**src/hdl/dece_pkg.sv**
```systemverilog
`timescale 1ns / 1ps

package dece_pkg;

	// configuration register indexes
	localparam logic [1:0] REG_VIDEO_MODE      = 2'd0;
	localparam logic [1:0] REG_CONTROLLER_KIND = 2'd1;
	localparam logic [1:0] REG_REVERSE_FLAG    = 2'd2;

	// controller kinds that take the 12/12 start format
	localparam logic [7:0] KIND_WIDE_A = 8'd1;
	localparam logic [7:0] KIND_WIDE_B = 8'd2;

	// command opcodes
	localparam logic [31:0] CMD_START  = 32'h0500_0000;
	localparam logic [31:0] CMD_HRANGE = 32'h0600_0000;
	localparam logic [31:0] CMD_VRANGE = 32'h0700_0000;
	localparam logic [31:0] CMD_MODE   = 32'h0800_0000;

	// horizontal range math, 22-bit signed
	localparam int HW = 22;
	localparam logic signed [HW-1:0] H_START_OFS    = 22'sh260;
	localparam logic signed [HW-1:0] H_DEFAULT_SPAN = 22'shA00;
	localparam logic signed [HW-1:0] H_MIN          = 22'sh1F4;
	localparam logic signed [HW-1:0] H_MAX          = 22'shCDA;
	localparam logic signed [HW-1:0] H_MIN_SPAN     = 22'sh50;

	// vertical range math, 18-bit signed
	localparam int VW = 18;
	localparam logic signed [VW-1:0] V_OFS_PAL      = 18'sh13;
	localparam logic signed [VW-1:0] V_OFS_NTSC     = 18'sh10;
	localparam logic signed [VW-1:0] V_DEFAULT_SPAN = 18'shF0;
	localparam logic signed [VW-1:0] V_MIN          = 18'sh10;
	localparam logic signed [VW-1:0] V_MAX_PAL      = 18'sh136;
	localparam logic signed [VW-1:0] V_MAX_NTSC     = 18'sh100;
	localparam logic signed [VW-1:0] V_END_PAL      = 18'sh138;
	localparam logic signed [VW-1:0] V_END_NTSC     = 18'sh102;
	localparam logic signed [VW-1:0] V_MIN_SPAN     = 18'sh2;

	// width bands and height limits for the mode word
	localparam logic signed [15:0] W_BAND_0 = 16'sh118;
	localparam logic signed [15:0] W_BAND_1 = 16'sh160;
	localparam logic signed [15:0] W_BAND_2 = 16'sh190;
	localparam logic signed [15:0] W_BAND_3 = 16'sh230;
	localparam logic signed [15:0] H_LIM_PAL  = 16'sh120;
	localparam logic signed [15:0] H_LIM_NTSC = 16'sh100;

	// queue between front and back end
	localparam int Q_DEPTH = 2;
	localparam int Q_PTR_W = $clog2(Q_DEPTH);
	localparam int Q_CNT_W = $clog2(Q_DEPTH + 1);

	typedef struct packed {
		logic       video_mode;
		logic [7:0] controller_kind;
		logic       reverse_flag;
	} cfg_t;

	// classified record waiting for the clamp and pack step
	typedef struct packed {
		logic [31:0]             start_word;
		logic [31:0]             mode_word;
		logic                    scr_diff;
		logic                    mode_diff;
		logic                    pal;
		logic signed [HW-1:0]    hs_raw;
		logic signed [HW-1:0]    he_raw;
		logic signed [VW-1:0]    vs_raw;
		logic signed [VW-1:0]    ve_raw;
	} rec_s1_t;

	// up to four words for one record, last_idx is the final one
	typedef struct packed {
		logic [3:0][31:0] words;
		logic [1:0]       last_idx;
	} bundle_t;

endpackage

```
**src/hdl/dece_rec_if.sv**
```systemverilog
`timescale 1ns / 1ps

interface dece_rec_if;
	logic               valid;
	logic               ready;
	logic signed [15:0] disp_x;
	logic signed [15:0] disp_y;
	logic signed [15:0] disp_w;
	logic signed [15:0] disp_h;
	logic signed [15:0] screen_x;
	logic signed [15:0] screen_y;
	logic signed [15:0] screen_w;
	logic signed [15:0] screen_h;
	logic [7:0]         interlace;
	logic [7:0]         color24;
	logic [15:0]        reserved_bytes;
	logic [11:0]        alt_start_x;

	modport source (
		output valid, disp_x, disp_y, disp_w, disp_h, screen_x, screen_y, screen_w,
			screen_h, interlace, color24, reserved_bytes, alt_start_x,
		input  ready
	);
	modport sink (
		input  valid, disp_x, disp_y, disp_w, disp_h, screen_x, screen_y, screen_w,
			screen_h, interlace, color24, reserved_bytes, alt_start_x,
		output ready
	);
endinterface

```
**src/hdl/dece_cmd_if.sv**
```systemverilog
`timescale 1ns / 1ps

interface dece_cmd_if;
	logic        valid;
	logic        ready;
	logic [31:0] command_word;
	logic        last;

	modport source (output valid, command_word, last, input ready);
	modport sink (input valid, command_word, last, output ready);
endinterface

```
**src/hdl/dece_cfg_if.sv**
```systemverilog
`timescale 1ns / 1ps

interface dece_cfg_if;
	logic       valid;
	logic       ready;
	logic [1:0] index;
	logic [7:0] data;

	modport source (output valid, index, data, input ready);
	modport sink (input valid, index, data, output ready);
endinterface

```
**src/hdl/dece_cfg_regs.sv**
```systemverilog
`timescale 1ns / 1ps

module dece_cfg_regs import dece_pkg::*; (
	input  logic       clk,
	input  logic       arst_n,
	dece_cfg_if.sink   cfg,
	output cfg_t       cfg_r
);

	cfg_t regs_q;

	assign cfg.ready = 1'b1;
	assign cfg_r     = regs_q;

	always_ff @(posedge clk or negedge arst_n) begin
		if (!arst_n) begin
			regs_q <= '0;
		end else if (cfg.valid && cfg.ready) begin
			case (cfg.index)
				REG_VIDEO_MODE: begin
					regs_q.video_mode <= cfg.data[0];
				end
				REG_CONTROLLER_KIND: begin
					regs_q.controller_kind <= cfg.data;
				end
				REG_REVERSE_FLAG: begin
					regs_q.reverse_flag <= cfg.data[0];
				end
				default: begin
				end
			endcase
		end
	end

endmodule

```
**src/hdl/dece_front.sv**
```systemverilog
`timescale 1ns / 1ps

module dece_front import dece_pkg::*; (
	input  logic      clk,
	input  logic      arst_n,
	dece_rec_if.sink  rec,
	input  cfg_t      cfg_r,
	output logic      push_valid,
	input  logic      push_ready,
	output bundle_t   push_data
);

	logic [63:0] saved_disp_q;
	logic [63:0] saved_scr_q;
	logic [31:0] saved_flags_q;

	logic    valid_s1;
	rec_s1_t rec_s1;

	logic          accept;
	logic [63:0]   disp_now;
	logic [63:0]   scr_now;
	logic          scr_diff;
	logic          mode_diff;
	logic [7:0]    mb1;
	logic [7:0]    mb2;
	logic [31:0]   flags1;
	logic [31:0]   flags2;
	rec_s1_t       cls;

	logic signed [HW-1:0] sx_ext;
	logic signed [HW-1:0] sw_ext;
	logic signed [HW-1:0] sx10;
	logic signed [HW-1:0] sw10;
	logic signed [VW-1:0] sy_ext;
	logic signed [VW-1:0] sh_ext;

	logic signed [HW-1:0] hs_c;
	logic signed [HW-1:0] he_lo;
	logic signed [HW-1:0] he_c;
	logic signed [VW-1:0] vs_c;
	logic signed [VW-1:0] vs_hi;
	logic signed [VW-1:0] ve_lo;
	logic signed [VW-1:0] ve_hi;
	logic signed [VW-1:0] ve_c;
	logic [31:0]          h_word;
	logic [31:0]          v_word;

	assign rec.ready = !valid_s1 || push_ready;
	assign accept    = rec.valid && rec.ready;

	// classify against the stored copy
	always_comb begin
		disp_now  = {rec.disp_h, rec.disp_w, rec.disp_y, rec.disp_x};
		scr_now   = {rec.screen_h, rec.screen_w, rec.screen_y, rec.screen_x};
		scr_diff  = scr_now != saved_scr_q;
		mb1       = scr_diff ? {7'd0, cfg_r.video_mode} : rec.reserved_bytes[7:0];
		flags1    = {rec.reserved_bytes[15:8], mb1, rec.color24, rec.interlace};
		mode_diff = (flags1 != saved_flags_q) || (disp_now != saved_disp_q);
		mb2       = mode_diff ? {7'd0, cfg_r.video_mode} : mb1;
		flags2    = {rec.reserved_bytes[15:8], mb2, rec.color24, rec.interlace};
	end

	// raw range sums, times ten as shift and add
	always_comb begin
		sx_ext = {{(HW-16){rec.screen_x[15]}}, rec.screen_x};
		sw_ext = {{(HW-16){rec.screen_w[15]}}, rec.screen_w};
		sx10   = (sx_ext <<< 3) + (sx_ext <<< 1);
		sw10   = (sw_ext <<< 3) + (sw_ext <<< 1);
		sy_ext = {{(VW-16){rec.screen_y[15]}}, rec.screen_y};
		sh_ext = {{(VW-16){rec.screen_h[15]}}, rec.screen_h};

		cls          = '0;
		cls.scr_diff  = scr_diff;
		cls.mode_diff = mode_diff;
		cls.pal       = cfg_r.video_mode;
		cls.hs_raw    = sx10 + H_START_OFS;
		cls.he_raw    = sx10 + H_START_OFS + ((rec.screen_w != 16'sd0) ? sw10 : H_DEFAULT_SPAN);
		cls.vs_raw    = sy_ext + (cfg_r.video_mode ? V_OFS_PAL : V_OFS_NTSC);
		cls.ve_raw    = sy_ext + (cfg_r.video_mode ? V_OFS_PAL : V_OFS_NTSC)
			+ ((rec.screen_h != 16'sd0) ? sh_ext : V_DEFAULT_SPAN);

		if ((cfg_r.controller_kind == KIND_WIDE_A) || (cfg_r.controller_kind == KIND_WIDE_B)) begin
			cls.start_word = CMD_START | {8'd0, rec.disp_y[11:0], rec.alt_start_x};
		end else begin
			cls.start_word = CMD_START | {12'd0, rec.disp_y[9:0], rec.disp_x[9:0]};
		end

		cls.mode_word = CMD_MODE;
		if (cfg_r.video_mode)
			cls.mode_word[3] = 1'b1;
		if (rec.color24 != 8'd0)
			cls.mode_word[4] = 1'b1;
		if (rec.interlace != 8'd0)
			cls.mode_word[5] = 1'b1;
		if (cfg_r.reverse_flag)
			cls.mode_word[7] = 1'b1;
		if (rec.disp_w > W_BAND_0) begin
			if (rec.disp_w <= W_BAND_1)
				cls.mode_word[0] = 1'b1;
			else if (rec.disp_w <= W_BAND_2)
				cls.mode_word[6] = 1'b1;
			else if (rec.disp_w <= W_BAND_3)
				cls.mode_word[1] = 1'b1;
			else
				cls.mode_word[1:0] = 2'b11;
		end
		if (rec.disp_h > (cfg_r.video_mode ? H_LIM_PAL : H_LIM_NTSC)) begin
			cls.mode_word[2] = 1'b1;
			cls.mode_word[5] = 1'b1;
		end
	end

	always_ff @(posedge clk or negedge arst_n) begin
		if (!arst_n) begin
			saved_disp_q  <= '0;
			saved_scr_q   <= '0;
			saved_flags_q <= '0;
			valid_s1      <= 1'b0;
		end else begin
			if (accept) begin
				saved_disp_q  <= disp_now;
				saved_scr_q   <= scr_now;
				saved_flags_q <= flags2;
				valid_s1      <= 1'b1;
			end else if (push_ready) begin
				valid_s1 <= 1'b0;
			end
		end
	end

	always_ff @(posedge clk) begin
		if (accept)
			rec_s1 <= cls;
	end

	// clamp and pack
	always_comb begin
		if (rec_s1.hs_raw < H_MIN)
			hs_c = H_MIN;
		else if (rec_s1.hs_raw > H_MAX)
			hs_c = H_MAX;
		else
			hs_c = rec_s1.hs_raw;

		he_lo = hs_c + H_MIN_SPAN;
		if (rec_s1.he_raw < he_lo)
			he_c = he_lo;
		else if (rec_s1.he_raw > H_MAX)
			he_c = H_MAX;
		else
			he_c = rec_s1.he_raw;

		vs_hi = rec_s1.pal ? V_MAX_PAL : V_MAX_NTSC;
		if (rec_s1.vs_raw < V_MIN)
			vs_c = V_MIN;
		else if (rec_s1.vs_raw > vs_hi)
			vs_c = vs_hi;
		else
			vs_c = rec_s1.vs_raw;

		ve_lo = vs_c + V_MIN_SPAN;
		ve_hi = rec_s1.pal ? V_END_PAL : V_END_NTSC;
		if (rec_s1.ve_raw < ve_lo)
			ve_c = ve_lo;
		else if (rec_s1.ve_raw > ve_hi)
			ve_c = ve_hi;
		else
			ve_c = rec_s1.ve_raw;

		h_word = CMD_HRANGE | {8'd0, he_c[11:0], hs_c[11:0]};
		v_word = CMD_VRANGE | {12'd0, ve_c[9:0], vs_c[9:0]};

		push_data.words[0] = rec_s1.start_word;
		push_data.words[1] = rec_s1.scr_diff ? h_word : rec_s1.mode_word;
		push_data.words[2] = v_word;
		push_data.words[3] = rec_s1.mode_word;
		push_data.last_idx = {rec_s1.scr_diff, rec_s1.mode_diff};
	end

	assign push_valid = valid_s1;

`ifndef SYNTHESIS
	a_s1_hold: assert property (@(posedge clk) disable iff (!arst_n)
		valid_s1 && !push_ready |=> valid_s1 && $stable(rec_s1))
		else $error("classified record changed while the queue was full");
`endif

endmodule

```
**src/hdl/dece_queue.sv**
```systemverilog
`timescale 1ns / 1ps

module dece_queue import dece_pkg::*; (
	input  logic    clk,
	input  logic    arst_n,
	input  logic    push_valid,
	output logic    push_ready,
	input  bundle_t push_data,
	output logic    pop_valid,
	input  logic    pop_ready,
	output bundle_t pop_data
);

	bundle_t              mem_q [Q_DEPTH];
	logic [Q_PTR_W-1:0]   wr_ptr_q;
	logic [Q_PTR_W-1:0]   rd_ptr_q;
	logic [Q_CNT_W-1:0]   cnt_q;
	logic                 push;
	logic                 pop;

	assign push_ready = cnt_q != Q_CNT_W'(Q_DEPTH);
	assign pop_valid  = cnt_q != '0;
	assign push       = push_valid && push_ready;
	assign pop        = pop_valid && pop_ready;
	assign pop_data   = mem_q[rd_ptr_q];

	// depth is a power of two, pointers wrap on their own
	always_ff @(posedge clk or negedge arst_n) begin
		if (!arst_n) begin
			wr_ptr_q <= '0;
			rd_ptr_q <= '0;
			cnt_q    <= '0;
		end else begin
			if (push)
				wr_ptr_q <= wr_ptr_q + 1'b1;
			if (pop)
				rd_ptr_q <= rd_ptr_q + 1'b1;
			if (push && !pop)
				cnt_q <= cnt_q + 1'b1;
			else if (pop && !push)
				cnt_q <= cnt_q - 1'b1;
		end
	end

	always_ff @(posedge clk) begin
		if (push)
			mem_q[wr_ptr_q] <= push_data;
	end

`ifndef SYNTHESIS
	a_cnt_bound: assert property (@(posedge clk) disable iff (!arst_n)
		cnt_q <= Q_CNT_W'(Q_DEPTH))
		else $error("queue fill count beyond depth");
`endif

endmodule

```
**src/hdl/dece_back.sv**
```systemverilog
`timescale 1ns / 1ps

module dece_back import dece_pkg::*; (
	input  logic      clk,
	input  logic      arst_n,
	input  logic      head_valid,
	output logic      head_pop,
	input  bundle_t   head,
	dece_cmd_if.source cmd
);

	logic [1:0]  idx_q;
	logic        out_valid_q;
	logic [31:0] word_q;
	logic        last_q;
	logic        load;
	logic        at_last;

	assign load     = head_valid && (!out_valid_q || cmd.ready);
	assign at_last  = idx_q == head.last_idx;
	assign head_pop = load && at_last;

	assign cmd.valid        = out_valid_q;
	assign cmd.command_word = word_q;
	assign cmd.last         = last_q;

	always_ff @(posedge clk or negedge arst_n) begin
		if (!arst_n) begin
			idx_q       <= '0;
			out_valid_q <= 1'b0;
		end else begin
			if (load) begin
				out_valid_q <= 1'b1;
				idx_q       <= at_last ? 2'd0 : idx_q + 2'd1;
			end else if (cmd.ready) begin
				out_valid_q <= 1'b0;
			end
		end
	end

	always_ff @(posedge clk) begin
		if (load) begin
			word_q <= head.words[idx_q];
			last_q <= at_last;
		end
	end

`ifndef SYNTHESIS
	a_idx_bound: assert property (@(posedge clk) disable iff (!arst_n)
		head_valid |-> idx_q <= head.last_idx)
		else $error("word index ran past the end of the record");
	a_idx_idle: assert property (@(posedge clk) disable iff (!arst_n)
		!head_valid |-> idx_q == 2'd0)
		else $error("word index not cleared between records");
	a_pop_last: assert property (@(posedge clk) disable iff (!arst_n)
		head_pop |=> out_valid_q && last_q)
		else $error("record popped without a final word in the output register");
`endif

endmodule

```
**src/hdl/display_env_command_encoder_top.sv**
```systemverilog
`timescale 1ns / 1ps

// display environment command encoder: each record taken on rec yields one to
// four command words on cmd (start word, then horizontal and vertical range words
// when the screen rectangle changed, then a mode word when the flag bytes or the
// display rectangle changed), the final one marked by last. the front end takes a
// record, compares it with the stored copy and updates that copy at once, so the
// next record can follow in the very next cycle unless the queue is full; a
// two-record queue feeds the back end, which drives one word per cycle through its
// output register while cmd is ready. sustained throughput is set by the single
// output port, which carries each record's one to four words; the first word of a
// record passes the front-end register, the queue and the output register before
// it is valid on cmd. configuration writes on cfg are always taken and should
// only be issued while no record is in flight. no clearing pass after reset.

module display_env_command_encoder_top import dece_pkg::*; (
	input  logic       clk,
	input  logic       arst_n,
	dece_rec_if.sink   rec,
	dece_cmd_if.source cmd,
	dece_cfg_if.sink   cfg
);

	cfg_t    cfg_r;

	// front end to queue
	logic    push_valid;
	logic    push_ready;
	bundle_t push_data;

	// queue to back end
	logic    head_valid;
	logic    head_pop;
	bundle_t head;

	// video mode, controller kind and reverse flag
	dece_cfg_regs u_cfg (
		.clk    (clk),
		.arst_n (arst_n),
		.cfg    (cfg),
		.cfg_r  (cfg_r)
	);

	// classify, store the record and build the word bundle
	dece_front u_front (
		.clk        (clk),
		.arst_n     (arst_n),
		.rec        (rec),
		.cfg_r      (cfg_r),
		.push_valid (push_valid),
		.push_ready (push_ready),
		.push_data  (push_data)
	);

	// short queue so front and back stall on their own
	dece_queue u_queue (
		.clk        (clk),
		.arst_n     (arst_n),
		.push_valid (push_valid),
		.push_ready (push_ready),
		.push_data  (push_data),
		.pop_valid  (head_valid),
		.pop_ready  (head_pop),
		.pop_data   (head)
	);

	// serialize one word per cycle onto the command port while it is ready
	dece_back u_back (
		.clk        (clk),
		.arst_n     (arst_n),
		.head_valid (head_valid),
		.head_pop   (head_pop),
		.head       (head),
		.cmd        (cmd)
	);

endmodule
```
**src/flat_wrapper.sv**
```systemverilog
// flat-port wrapper written by rule: the top's interface ports become plain ports
module display_env_command_encoder_top_flat import dece_pkg::*;
  (clk, arst_n, rec_valid, rec_disp_x, rec_disp_y, rec_disp_w, rec_disp_h, rec_screen_x, rec_screen_y, rec_screen_w, rec_screen_h, rec_interlace, rec_color24, rec_reserved_bytes, rec_alt_start_x, rec_ready, cmd_valid, cmd_command_word, cmd_last, cmd_ready, cfg_valid, cfg_index, cfg_data, cfg_ready);
  dece_rec_if rec_i ();
  dece_cmd_if cmd_i ();
  dece_cfg_if cfg_i ();
  input  logic clk;
  input  logic arst_n;
  input wire logic [$bits(rec_i.valid)-1:0] rec_valid;
  input wire logic [$bits(rec_i.disp_x)-1:0] rec_disp_x;
  input wire logic [$bits(rec_i.disp_y)-1:0] rec_disp_y;
  input wire logic [$bits(rec_i.disp_w)-1:0] rec_disp_w;
  input wire logic [$bits(rec_i.disp_h)-1:0] rec_disp_h;
  input wire logic [$bits(rec_i.screen_x)-1:0] rec_screen_x;
  input wire logic [$bits(rec_i.screen_y)-1:0] rec_screen_y;
  input wire logic [$bits(rec_i.screen_w)-1:0] rec_screen_w;
  input wire logic [$bits(rec_i.screen_h)-1:0] rec_screen_h;
  input wire logic [$bits(rec_i.interlace)-1:0] rec_interlace;
  input wire logic [$bits(rec_i.color24)-1:0] rec_color24;
  input wire logic [$bits(rec_i.reserved_bytes)-1:0] rec_reserved_bytes;
  input wire logic [$bits(rec_i.alt_start_x)-1:0] rec_alt_start_x;
  output wire logic [$bits(rec_i.ready)-1:0] rec_ready;
  output wire logic [$bits(cmd_i.valid)-1:0] cmd_valid;
  output wire logic [$bits(cmd_i.command_word)-1:0] cmd_command_word;
  output wire logic [$bits(cmd_i.last)-1:0] cmd_last;
  input wire logic [$bits(cmd_i.ready)-1:0] cmd_ready;
  input wire logic [$bits(cfg_i.valid)-1:0] cfg_valid;
  input wire logic [$bits(cfg_i.index)-1:0] cfg_index;
  input wire logic [$bits(cfg_i.data)-1:0] cfg_data;
  output wire logic [$bits(cfg_i.ready)-1:0] cfg_ready;
  assign rec_i.valid = rec_valid;
  assign rec_i.disp_x = rec_disp_x;
  assign rec_i.disp_y = rec_disp_y;
  assign rec_i.disp_w = rec_disp_w;
  assign rec_i.disp_h = rec_disp_h;
  assign rec_i.screen_x = rec_screen_x;
  assign rec_i.screen_y = rec_screen_y;
  assign rec_i.screen_w = rec_screen_w;
  assign rec_i.screen_h = rec_screen_h;
  assign rec_i.interlace = rec_interlace;
  assign rec_i.color24 = rec_color24;
  assign rec_i.reserved_bytes = rec_reserved_bytes;
  assign rec_i.alt_start_x = rec_alt_start_x;
  assign rec_ready = rec_i.ready;
  assign cmd_valid = cmd_i.valid;
  assign cmd_command_word = cmd_i.command_word;
  assign cmd_last = cmd_i.last;
  assign cmd_i.ready = cmd_ready;
  assign cfg_i.valid = cfg_valid;
  assign cfg_i.index = cfg_index;
  assign cfg_i.data = cfg_data;
  assign cfg_ready = cfg_i.ready;
  display_env_command_encoder_top u_core (.clk(clk), .arst_n(arst_n), .rec(rec_i), .cmd(cmd_i), .cfg(cfg_i));
endmodule
```
**config.mk**
```make
export PLATFORM = sky130hd
export DESIGN_NAME = display_env_command_encoder_top_flat
export DESIGN_NICKNAME = d
export VERILOG_FILES = /design/src/hdl/dece_pkg.sv /design/src/hdl/dece_rec_if.sv /design/src/hdl/dece_cmd_if.sv /design/src/hdl/dece_cfg_if.sv /design/src/hdl/dece_cfg_regs.sv /design/src/hdl/dece_front.sv /design/src/hdl/dece_queue.sv /design/src/hdl/dece_back.sv /design/src/hdl/display_env_command_encoder_top.sv /design/src/flat_wrapper.sv
export SDC_FILE = /design/constraint.sdc
export NUM_CORES = 1
export LEC_CHECK = 0
export BUFFER_PORTS_ARGS = -buffer_cell sky130_fd_sc_hd__buf_2
export CORE_UTILIZATION = 40
export CTS_CLUSTER_DIAMETER = 100
export DETAILED_ROUTE_END_ITERATION = 8
export RECOVER_POWER = 25
export SETUP_SLACK_MARGIN = 0.15
export SLEW_MARGIN = 5
export SYNTH_ARGS = -nofsm -noshare
export SYNTH_HDL_FRONTEND = slang
export SYNTH_SLANG_ARGS = --single-unit
```
**constraint.sdc**
```tcl
create_clock -name clk -period 13 [get_ports clk]
set_clock_uncertainty 0.05 [all_clocks]
set_input_delay 1.95 -clock clk [delete_from_list [all_inputs] [get_ports clk]]
set_output_delay 1.95 -clock clk [all_outputs]
set_load 0.01 [all_outputs]
```
==> impl_metrics.env, run 1 <==
export IMPL_fp_dieArea_sq_um=62900
export IMPL_p_leak_nw=12.1
export IMPL_synth_top_area_share_pct=35.8
export IMPL_drc=0
export IMPL_irDropWorstVdd_mv=0.100
export IMPL_clk_latency_ns=0.60
export IMPL_hpwlAfterDp_um=48100
export IMPL_violations="capacitance limit, slew limit"
export IMPL_synth_top_area_cell="edfxtp_1"
export IMPL_ys_seq_area_share_pct=53.7
export IMPL_async_flop_share_pct=37.6
export IMPL_first_iter_violations=1247
export IMPL_clkSinkCount=473
export IMPL_status="finished with violations"
export IMPL_antenna_found_initial=5
export IMPL_drv_slew=208
export IMPL_vias_per_cell=5.28
export IMPL_final_core_util_pct=46.8
export IMPL_fill_cells=5605
export IMPL_reg2reg_slack_ns=6.93
export IMPL_fin_setup_tns_ns=0
export IMPL_drtAntennaViolNets=0
export IMPL_core_area_sq_um=60800
export IMPL_cts_repair_resized=0
export IMPL_wire_per_inst_um=19.8
export IMPL_placementRows=90
export IMPL_fin_nets=2770
export IMPL_synth_most_common_cell="nand2_1"
export IMPL_h_tree_depth=2
export IMPL_relSlewSlack_pct=-199
export IMPL_clkTransAtPathRegs_ns=0.06
export IMPL_totalWireLength_um=64800
export IMPL_placed_area_sq_um=26800
export IMPL_rsz0062_at_grt="no"
export IMPL_cts_hold_fix_buffers=0
export IMPL_hold_viol_final=0
export IMPL_clockBufferDepth=3
export IMPL_final_area_sq_um=28500
export IMPL_worst_slew_pin_slew_ns=4.48
export IMPL_cts_tree="built"
export IMPL_yosys_warnings=0
export IMPL_post_route_period_util_pct=47.8
export IMPL_finalPower_mw=5.67
export IMPL_crit_required_ns=13.29
export IMPL_syn_avg_cell_area_sq_um=11.2
export IMPL_cts_root_buf="clkbuf_16"
export IMPL_synth_cells=2216
export IMPL_cp_top_family="compound AO/OA/AOI/OAI gates"
export IMPL_fmax_mhz=161
export IMPL_die_w_um=251
export IMPL_vias=17300
export IMPL_synth_distinct_cells=78
export IMPL_place_gp_congestion=0.887
export IMPL_grt_overflow=0
export IMPL_grt_pass1_vias=17200
export IMPL_hold_class="reg2reg"
export IMPL_crit_chain="buf_2 > inv_1 > ha_1 > inv_1 > ha_1 > a21o_1 > a21oi_1 > nor2b_1 > o21a_1 > o41ai_1 > o21bai_1 > a21oi_1 > xnor2_1 > ha_1 > o21a_1 > o21a_1 > o21ai_0 > nor2_1 > a221o_1 > o41ai_1 > xnor2_1"
export IMPL_postCtsSetupRepairBufs=0
export IMPL_initial_core_util_pct=40.7
export IMPL_area_delta_synth_final_pct=14.9
export IMPL_grt_max_degree=150
export IMPL_path_class="in2reg"
export IMPL_cp_slowest_stage_delay_ns=0.61
export IMPL_synthTopCellsByCount="nand2_1 (502), edfxtp_1 (295), dfrtp_1 (178)"
export IMPL_finalCriticalPeriod_ns=6.22
export IMPL_synthTopCellsByArea="edfxtp_1 (36%), dfrtp_1 (18%), nand2_1 (7.6%), ha_1 (6.8%), xnor2_1 (5.0%)"
export IMPL_drt_pass1_iterations=5
export IMPL_syn_area_sq_um=24800
export IMPL_end_kind="flop"
export IMPL_synth_edff_count=295
export IMPL_max_cap_viol_count=4
export IMPL_path_max_fanout=5
export IMPL_drive_above_1_share_pct=15.0
export IMPL_chipHeight_um=251
export IMPL_ff_latch_area_sq_um=13300
export IMPL_port_buffers=217
export IMPL_slowest_stage="o41ai_1"
export IMPL_num_io_pins=223
export IMPL_finalSetupViolations=0
export IMPL_critPathArrivalTime_ns=6.51
export IMPL_multi_input_area_sq_um=11000
export IMPL_start_kind="input port"
export IMPL_synthFlopType="edfxtp_1"
export IMPL_synth_seq_cells=473
export IMPL_power_density_nw_per_um2=199
export IMPL_cts_inserted_buffers=54
export IMPL_grt_pass1_wl_um=100000
export IMPL_path_buf_inv=3
export IMPL_grt_usage_pct=20.7
[final timing paths]
kind	end	from	depth (start not counted)
max	u_core.u_front.rec_s1[56]	rec_screen_x[4]	21
min	u_core.u_queue.mem_q[1][16]	u_core.u_front.push_data[16]	0
max reg2reg	u_core.u_queue.mem_q[1][68]	u_core.u_front.push_data[101]	21
min reg2reg	u_core.u_queue.mem_q[1][16]	u_core.u_front.push_data[16]	0
max in group asynchronous	u_core.u_front.saved_disp_q[32]	arst_n	3
min in group asynchronous	u_core.u_queue.wr_ptr_q	arst_n	1
[per-layer routing]
layer / track usage (%) / vias up / part of all wire, %
li1: - / 8309 / -
met1: 29.3 / 8422 / 46
met2: 32.6 / 438 / 46
met3: 3.46 / 106 / 5.1
met4: 6.55 / 2 / 2.5
met5: 0 / - / 0.020
[placed cells by master (no fill, tap or decap), types with 8 or more instances in the layout]
master and count:
mux2_2 24, xnor2_1 142, a211oi_1 12, o21a_1 9, mux4_2 32, nor3_1 25
clkbuf_16 57, clkinv_2 10, buf_4 10, o21ai_0 71, nand2b_1 21, a31oi_1 17
nor2_1 86, nor4_1 40, nand2_1 501, ha_1 134, a21o_1 29, nor2b_1 16
and2_1 10, dfrtp_1 177, o21bai_1 8, o21ai_1 11, and3_1 13, mux2i_1 39
a21oi_1 52, inv_1 70, clkinv_1 8, nand3b_1 12, buf_2 197, xor2_1 90
a22o_1 9, or2_2 9, conb_1 26, nand4_1 38, clkbuf_1 36, edfxtp_1 295
nand3_1 21
[layout make-up]
type / instances / area share, %
Antenna cell: 4 / 0.0352
Clock buffer: 74 / 5.38
Clock inverter: 26 / 0.747
Inverter: 73 / 0.989
Multi-Input combinational cell: 1612 / 38.6
Sequential cell: 473 / 46.8
Tap cell: 782 / 3.44
Timing Repair Buffer: 230 / 4.03
[power by group]
part,switching (mW),internal [mW]
clock network,0.615,0.880
logic,1.03,0.698
registers,0.249,2.20
[logic make-up after synthesis]
kind of cell / share of synthesized area, %
simple gates: 15.1
compound gates: 7.34
fa+ha+maj: 7.17
mux: 5.89
buf+inv: 2.45
xor+xnor: 8.27
other cells: 0.0303
flops: 53.7
[worst reg2reg max path: cells and delay by family (launching register included)]
family          cells  cell delay, ns
buf+inv             1            0.32
xor+xnor            1            0.16
simple gates        8            0.99
flops               1            0.49
mux                 1            0.48
fa+ha+maj           3            0.96
compound gates      7            2.36
[flip-flops by register name, summed over array words and instances (netlist names)]
| signal | cells |
|---|---|
| u_core.u_back.cmd.command_word | 28 |
| u_core.u_back.cmd.last | 1 |
| u_core.u_back.cmd.valid | 1 |
| u_core.u_back.idx_q | 2 |
| u_core.u_cfg.cfg_r | 10 |
| u_core.u_front.push_data | 34 |
| u_core.u_front.push_valid | 1 |
| u_core.u_front.rec_s1 | 76 |
| u_core.u_front.saved_disp_q | 64 |
| u_core.u_front.saved_flags_q | 32 |
| u_core.u_front.saved_scr_q | 64 |
| u_core.u_queue.cnt_q | 2 |
| u_core.u_queue.mem_q | 156 |
| u_core.u_queue.rd_ptr_q | 1 |
| u_core.u_queue.wr_ptr_q | 1 |
[through the flow]
step	instances	setup WS [ns]	hold slack [ns]
floorplan	2240	6.91	0.369
global placement	3170	6.34	0.383
detailed placement	3170	6.23	0.392
CTS	3270	6.85	0.407
global route	3272	5.97	0.423
finish	3274	6.78	0.404
(Power assumes the default switching activity.)
==> inputs of run 2 (changes only) <==
clock period = 5.82 ns   (was 13 ns; I/O delays follow)
==> impl_metrics.env, run 2 (synthesis gave the netlist of run 1 again) <==
export IMPL_h_tree_depth=2
export IMPL_drv_slew=128
export IMPL_cpMostUsedCell="ha_1"
export IMPL_p_sw_share_pct=33.6
export IMPL_seq_power_share_pct=42.7
export IMPL_fp_dieArea_sq_um=62900
export IMPL_finalPower_mw=12.8
export IMPL_drive_above_1_share_pct=16.5
export IMPL_clk_latency_ns=0.62
export IMPL_clockBufferDepth=3
export IMPL_p_sw_mw=4.29
export IMPL_grt_max_degree=124
export IMPL_violations="capacitance limit, slew limit"
export IMPL_cts_tree="built"
export IMPL_port_buffers=217
export IMPL_vias_per_cell=5.28
export IMPL_placed_area_sq_um=26800
export IMPL_power_internal_mw=8.46
export IMPL_slowest_stage="edfxtp_1"
export IMPL_hold_class="reg2reg"
export IMPL_hpwlAfterDp_um=48600
export IMPL_path_max_fanout=10
export IMPL_largest_reg_flops=156
export IMPL_cp_slowest_stage_delay_ns=0.47
export IMPL_finalCriticalPeriod_ns=5.26
export IMPL_initial_core_util_pct=40.7
export IMPL_clkSinkCount=473
export IMPL_antenna_found_initial=8
export IMPL_irDropWorstVdd_mv=0.249
export IMPL_finalSetupViolations=0
export IMPL_first_iter_violations=1438
export IMPL_grt_usage_pct=20.7
export IMPL_p_leak_nw=12.2
export IMPL_reg_top3="u_core.u_queue.mem_q x156, u_core.u_front.rec_s1 x76"
export IMPL_path_class="reg2reg"
export IMPL_max_cap_viol_count=3
export IMPL_place_gp_congestion=0.905
export IMPL_area_delta_synth_final_pct=15.6
export IMPL_drc=0
export IMPL_placementRows=90
export IMPL_wire_per_inst_um=19.8
export IMPL_clkPwrFrac_pct=26.8
export IMPL_drtAntennaViolNets=0
export IMPL_final_common_cell="nand2_1"
export IMPL_die_w_um=251
export IMPL_totalWireLength_um=65100
export IMPL_chipHeight_um=251
export IMPL_vias=17400
export IMPL_clkTransAtPathRegs_ns=0.06
export IMPL_end_kind="flop"
export IMPL_hold_viol_final=0
export IMPL_critPathArrivalTime_ns=5.64
export IMPL_cts_inserted_buffers=53
export IMPL_regMostFlops="u_core.u_queue.mem_q"
export IMPL_status="finished with violations"
export IMPL_crit_required_ns=6.21
export IMPL_grt_pass1_vias=17000
export IMPL_cts_root_buf="clkbuf_16"
export IMPL_power_frac_comb_pct=30.5
export IMPL_fmax_mhz=190
export IMPL_rsz0062_at_grt="no"
export IMPL_worst_slew_pin_slew_ns=3.89
export IMPL_final_cell_mix="nand2_1 (502), edfxtp_1 (295), buf_2 (211)"
export IMPL_fin_setup_tns_ns=0
export IMPL_timing_hold_ws_ns=0.403
export IMPL_crit_chain="inv_1 > ha_1 > nor2b_1 > o31a_1 > o21a_1 > o32a_1 > o21ai_2 > buf_4 > or2_2 > a21boi_0 > ha_1 > nand2_1 > nor2_1 > nand4_1 > xnor2_1 > nand3b_1 > ha_1 > nand2_1 > nor4_1 > a221oi_1 > o31ai_4 > buf_4 > mux2i_1"
export IMPL_grt_overflow=0
export IMPL_relSlewSlack_pct=-160
export IMPL_num_io_pins=223
export IMPL_power_density_nw_per_um2=445
export IMPL_grt_pass1_wl_um=100000
export IMPL_start_kind="flop"
export IMPL_final_area_sq_um=28600
export IMPL_drt_pass1_iterations=5
export IMPL_core_area_sq_um=60800
export IMPL_fin_nets=2780
export IMPL_post_route_period_util_pct=90.3
run 2: changes by cell type in the layout (fill, tap and decap cells not counted), sizes merged:
cell	before	now
clkbuf	97	76
inv	73	77
buf	207	233
clkinv	18	19
bufinv	3	5
diode	4	6
clkinvlp	5	3
run 2: worst paths after layout:
kind / from / to / slack [ns] / cells after the start
min in group asynchronous: arst_n / u_core.u_front.saved_scr_q[1] / 1.59 / 1
max in group asynchronous: arst_n / u_core.u_front.saved_scr_q[40] / 1.96 / 1
worst max-delay path: u_core.u_front.push_data[101] / u_core.u_queue.mem_q[0][65] / 0.56 / 23
worst min-delay path: u_core.u_front.push_data[7] / u_core.u_queue.mem_q[0][7] / 0.40 / 0
worst max register to register: u_core.u_front.push_data[101] / u_core.u_queue.mem_q[0][65] / 0.56 / 23
worst min register to register: u_core.u_front.push_data[7] / u_core.u_queue.mem_q[0][7] / 0.40 / 0
run 2: cell type report:
class                   count  area (sq um)
clock buffers              68          1450
flip-flops and latches    473         13300
inverters                  73           282
diodes                      6          15.0
multi-input cells        1612         11000
clock inverters            31           338
well taps                 782           978
repair buffers            241          1260
fillers                  5575         32200
run 2: timing repair:
action                                  CTS  global route
hold endpoints to repair                  0             0
hold buffers                              0             0
setup buffers                             0             2
gates resized for setup                   0             1
endpoints found under the setup margin    0            20
run 2: through the flow:
stage | utilization (%) | std cells | setup WS, ns
global placement | 44.1 | 3179 | 0.454
detailed placement | 44.1 | 3179 | 0.296
finish | 47.1 | 3286 | 0.563
floorplan | - | 2240 | 0.811
global route | 47.1 | 3285 | 0.136
CTS | 47.1 | 3278 | 0.295
run 2: power by group through the flow:
stage          clock (mW)  combinational [mW]  sequential, mW
3_5_place_dp            0                3.90            5.52
5_1_grt              3.62                4.31            5.55
4_1_cts              3.50                3.92            5.45
2_1_floorplan           0                2.68            5.40
6_report             3.42                3.89            5.44
3_3_place_gp            0                3.82            5.48
run 2: critical path, delay by kind of cell, from the launching register on:
family,cells,cell delay [ns]
multiplexers,1,0.26
AO/OA/AOI/OAI,7,1.35
flip-flops,1,0.47
AND/OR/NAND/NOR,8,1.20
adder cells (fa/ha/maj),3,0.95
buffers and inverters,3,0.64
XOR/XNOR,1,0.17
run 2: metal layers:
layer  part of all wire (%)  vias to the layer above  routed length (um)  GRT usage (%)
met5                  0.034                        -                  22              0
met4                    2.0                        4                1320           5.91
met3                    5.3                       90                3460           3.01
met2                     46                      415               30100           32.7
met1                     46                     8515               30200           29.6
li1                       -                     8327                   -              -
==> inputs of run 3 (changes only) <==
ABC_AREA = 1   (was unset)
==> impl_metrics.env, run 3 <==
export IMPL_fin_nets=3445
export IMPL_fill_cells=6129
export IMPL_post_route_period_util_pct=80.5
export IMPL_chipHeight_um=256
export IMPL_reg2reg_depth=27
export IMPL_clkSinkCount=473
export IMPL_synth_distinct_cells=53
export IMPL_rsz0062_at_grt="no"
export IMPL_cts_repair_resized=0
export IMPL_grt_pass1_vias=18500
export IMPL_clockBufferDepth=3
export IMPL_vias_per_cell=4.91
export IMPL_synth_cells=2904
export IMPL_finalPower_mw=13.0
export IMPL_ys_seq_area_share_pct=51.8
export IMPL_cts_inserted_buffers=53
export IMPL_status="finished with violations"
export IMPL_crit_required_ns=6.18
export IMPL_cts_hold_fix_buffers=0
export IMPL_synthFlopType="edfxtp_1"
export IMPL_path_max_fanout=11
export IMPL_yosys_warnings=0
export IMPL_critPathLaunch="u_core.u_front.push_data[101]"
export IMPL_placed_area_sq_um=27700
export IMPL_die_w_um=256
export IMPL_cts_root_buf="clkbuf_16"
export IMPL_r2r_end="u_core.u_queue.mem_q[0][67]"
export IMPL_fin_setup_tns_ns=0
export IMPL_end_kind="flop"
export IMPL_reg2reg_slack_ns=1.14
export IMPL_start_kind="flop"
export IMPL_drc=0
export IMPL_violations="capacitance limit, slew limit"
export IMPL_path_class="reg2reg"
export IMPL_port_buffers=217
export IMPL_num_io_pins=223
export IMPL_vias=19700
export IMPL_core_area_sq_um=63300
export IMPL_postCtsSetupRepairBufs=0
export IMPL_final_cell_mix="nand2_1 (759), inv_1 (306), o21ai_0 (303)"
export IMPL_cts_tree="built"
export IMPL_final_cells=4014
export IMPL_synth_most_common_cell="nand2_1"
export IMPL_grt_max_degree=179
export IMPL_grt_usage_pct=19.9
export IMPL_placementRows=92
export IMPL_synth_top_area_cell="edfxtp_1"
export IMPL_hpwlAfterDp_um=48200
export IMPL_fp_dieArea_sq_um=65300
export IMPL_max_cap_viol_count=2
export IMPL_largest_reg_flops=156
export IMPL_totalWireLength_um=65300
export IMPL_timing_hold_ws_ns=0.394
export IMPL_worst_slew_pin_slew_ns=2.22
export IMPL_place_inst=3910
export IMPL_wire_per_inst_um=16.3
export IMPL_final_core_util_pct=46.5
export IMPL_p_leak_nw=13.4
export IMPL_syn_area_sq_um=25700
export IMPL_relSlewSlack_pct=-47.9
export IMPL_final_area_sq_um=29500
export IMPL_r2r_start="u_core.u_front.push_data[101]"
export IMPL_finalCriticalPeriod_ns=4.68
export IMPL_crit_end="u_core.u_queue.mem_q[0][67]"
export IMPL_hold_viol_final=0
export IMPL_initial_core_util_pct=40.6
export IMPL_drive_above_1_share_pct=11.3
export IMPL_async_flop_share_pct=37.6
export IMPL_clk_latency_ns=0.63
export IMPL_synthTopCellsByCount="nand2_1 (760), inv_1 (306), o21ai_0 (303)"
export IMPL_drtAntennaViolNets=0
export IMPL_irDropWorstVdd_mv=0.260
export IMPL_syn_avg_cell_area_sq_um=8.86
export IMPL_grt_pass1_wl_um=103000
export IMPL_hold_class="reg2reg"
export IMPL_critPathArrivalTime_ns=5.04
export IMPL_drv_slew=181
export IMPL_fmax_mhz=214
export IMPL_synth_edff_count=295
export IMPL_regMostFlops="u_core.u_queue.mem_q"
export IMPL_dp_slack_ns=1.16
export IMPL_clkTransAtPathRegs_ns=0.06
export IMPL_synthTopCellsByArea="edfxtp_1 (34%), dfrtp_1 (17%), nand2_1 (11%), ha_1 (6.5%), o21ai_0 (5.9%)"
export IMPL_power_density_nw_per_um2=442
export IMPL_h_tree_depth=2
export IMPL_finalSetupViolations=0
export IMPL_first_iter_violations=1436
export IMPL_grt_overflow=0
export IMPL_synth_top_area_share_pct=34.4
export IMPL_drt_pass1_iterations=8
export IMPL_antenna_found_initial=12
export IMPL_synth_seq_cells=473
export IMPL_area_delta_synth_final_pct=14.6
export IMPL_fin_ws_ns=1.14
export IMPL_place_gp_congestion=0.878
export IMPL_final_common_cell="nand2_1"
export IMPL_reg_top3="u_core.u_queue.mem_q x156, u_core.u_front.rec_s1 x76"
run 3: per-layer routing:
| layer | wire length (um) | GRT usage, % |
|---|---|---|
| met1 | 31400 | 28.6 |
| met2 | 29300 | 31.0 |
| met3 | 3430 | 3.43 |
| met4 | 1160 | 5.26 |
| met5 | 23 | 0 |
run 3: worst min path at each step:
stage                                     start                          to  cells after the start  slack, ns
detailed placement  u_core.u_front.push_data[8]  u_core.u_queue.mem_q[1][8]                      0       0.38
floorplan           u_core.u_front.push_data[0]  u_core.u_queue.mem_q[0][0]                      0       0.37
CTS                                      arst_n     u_core.u_queue.cnt_q[1]                      1       0.09
global route                        cfg_data[6]       u_core.u_cfg.cfg_r[7]                      2       0.40
finish              u_core.u_front.push_data[8]  u_core.u_queue.mem_q[0][8]                      0       0.39
global placement    u_core.u_front.push_data[2]  u_core.u_queue.mem_q[1][2]                      0       0.38
run 3: logic make-up after synthesis:
| kind of cell | synth area share, % |
|---|---|
| compound gates | 10.6 |
| mux | 0.302 |
| buf+inv | 6.22 |
| xor+xnor | 5.01 |
| other cells | 0.0292 |
| fa+ha+maj | 6.91 |
| simple gates | 19.1 |
| flops | 51.8 |
run 3: final cells by class:
type | instances | area [sq um] | area share (%)
multi-input cells | 2040 | 10900 | 37.1
clock buffers | 67 | 1390 | 4.71
diodes | 7 | 17.5 | 0.0594
inverters | 322 | 1210 | 4.12
repair buffers | 229 | 1180 | 4.00
flip-flops and latches | 473 | 13300 | 45.2
well taps | 846 | 1060 | 3.59
clock inverters | 30 | 362 | 1.23
run 3: worst max-delay path: stages, from the launching register on:
cell	delay, ns
edfxtp_1	0.48
inv_1	0.28
ha_1	0.31
a211oi_1	0.22
o21ai_0	0.11
nand2_1	0.06
nand2_1	0.07
nand3_2	0.15
inv_2	0.06
nand2_1	0.10
o21ai_0	0.10
nor2_1	0.22
ha_1	0.24
nand4_1	0.10
nor2_1	0.23
nand3_1	0.10
nand2_1	0.08
nand2_1	0.07
ha_1	0.29
a21oi_1	0.12
o21ai_0	0.09
a21oi_1	0.12
nor2_1	0.06
nor2_1	0.12
nand2_1	0.06
nand2_1	0.05
nand2_1	0.17
o21ai_0	0.33
run 3: power by group:
part           internal [mW]  switching (mW)
Sequential              4.98           0.552
Clock                   1.97            1.41
Combinational           1.34            2.78
Total                   8.30            4.74
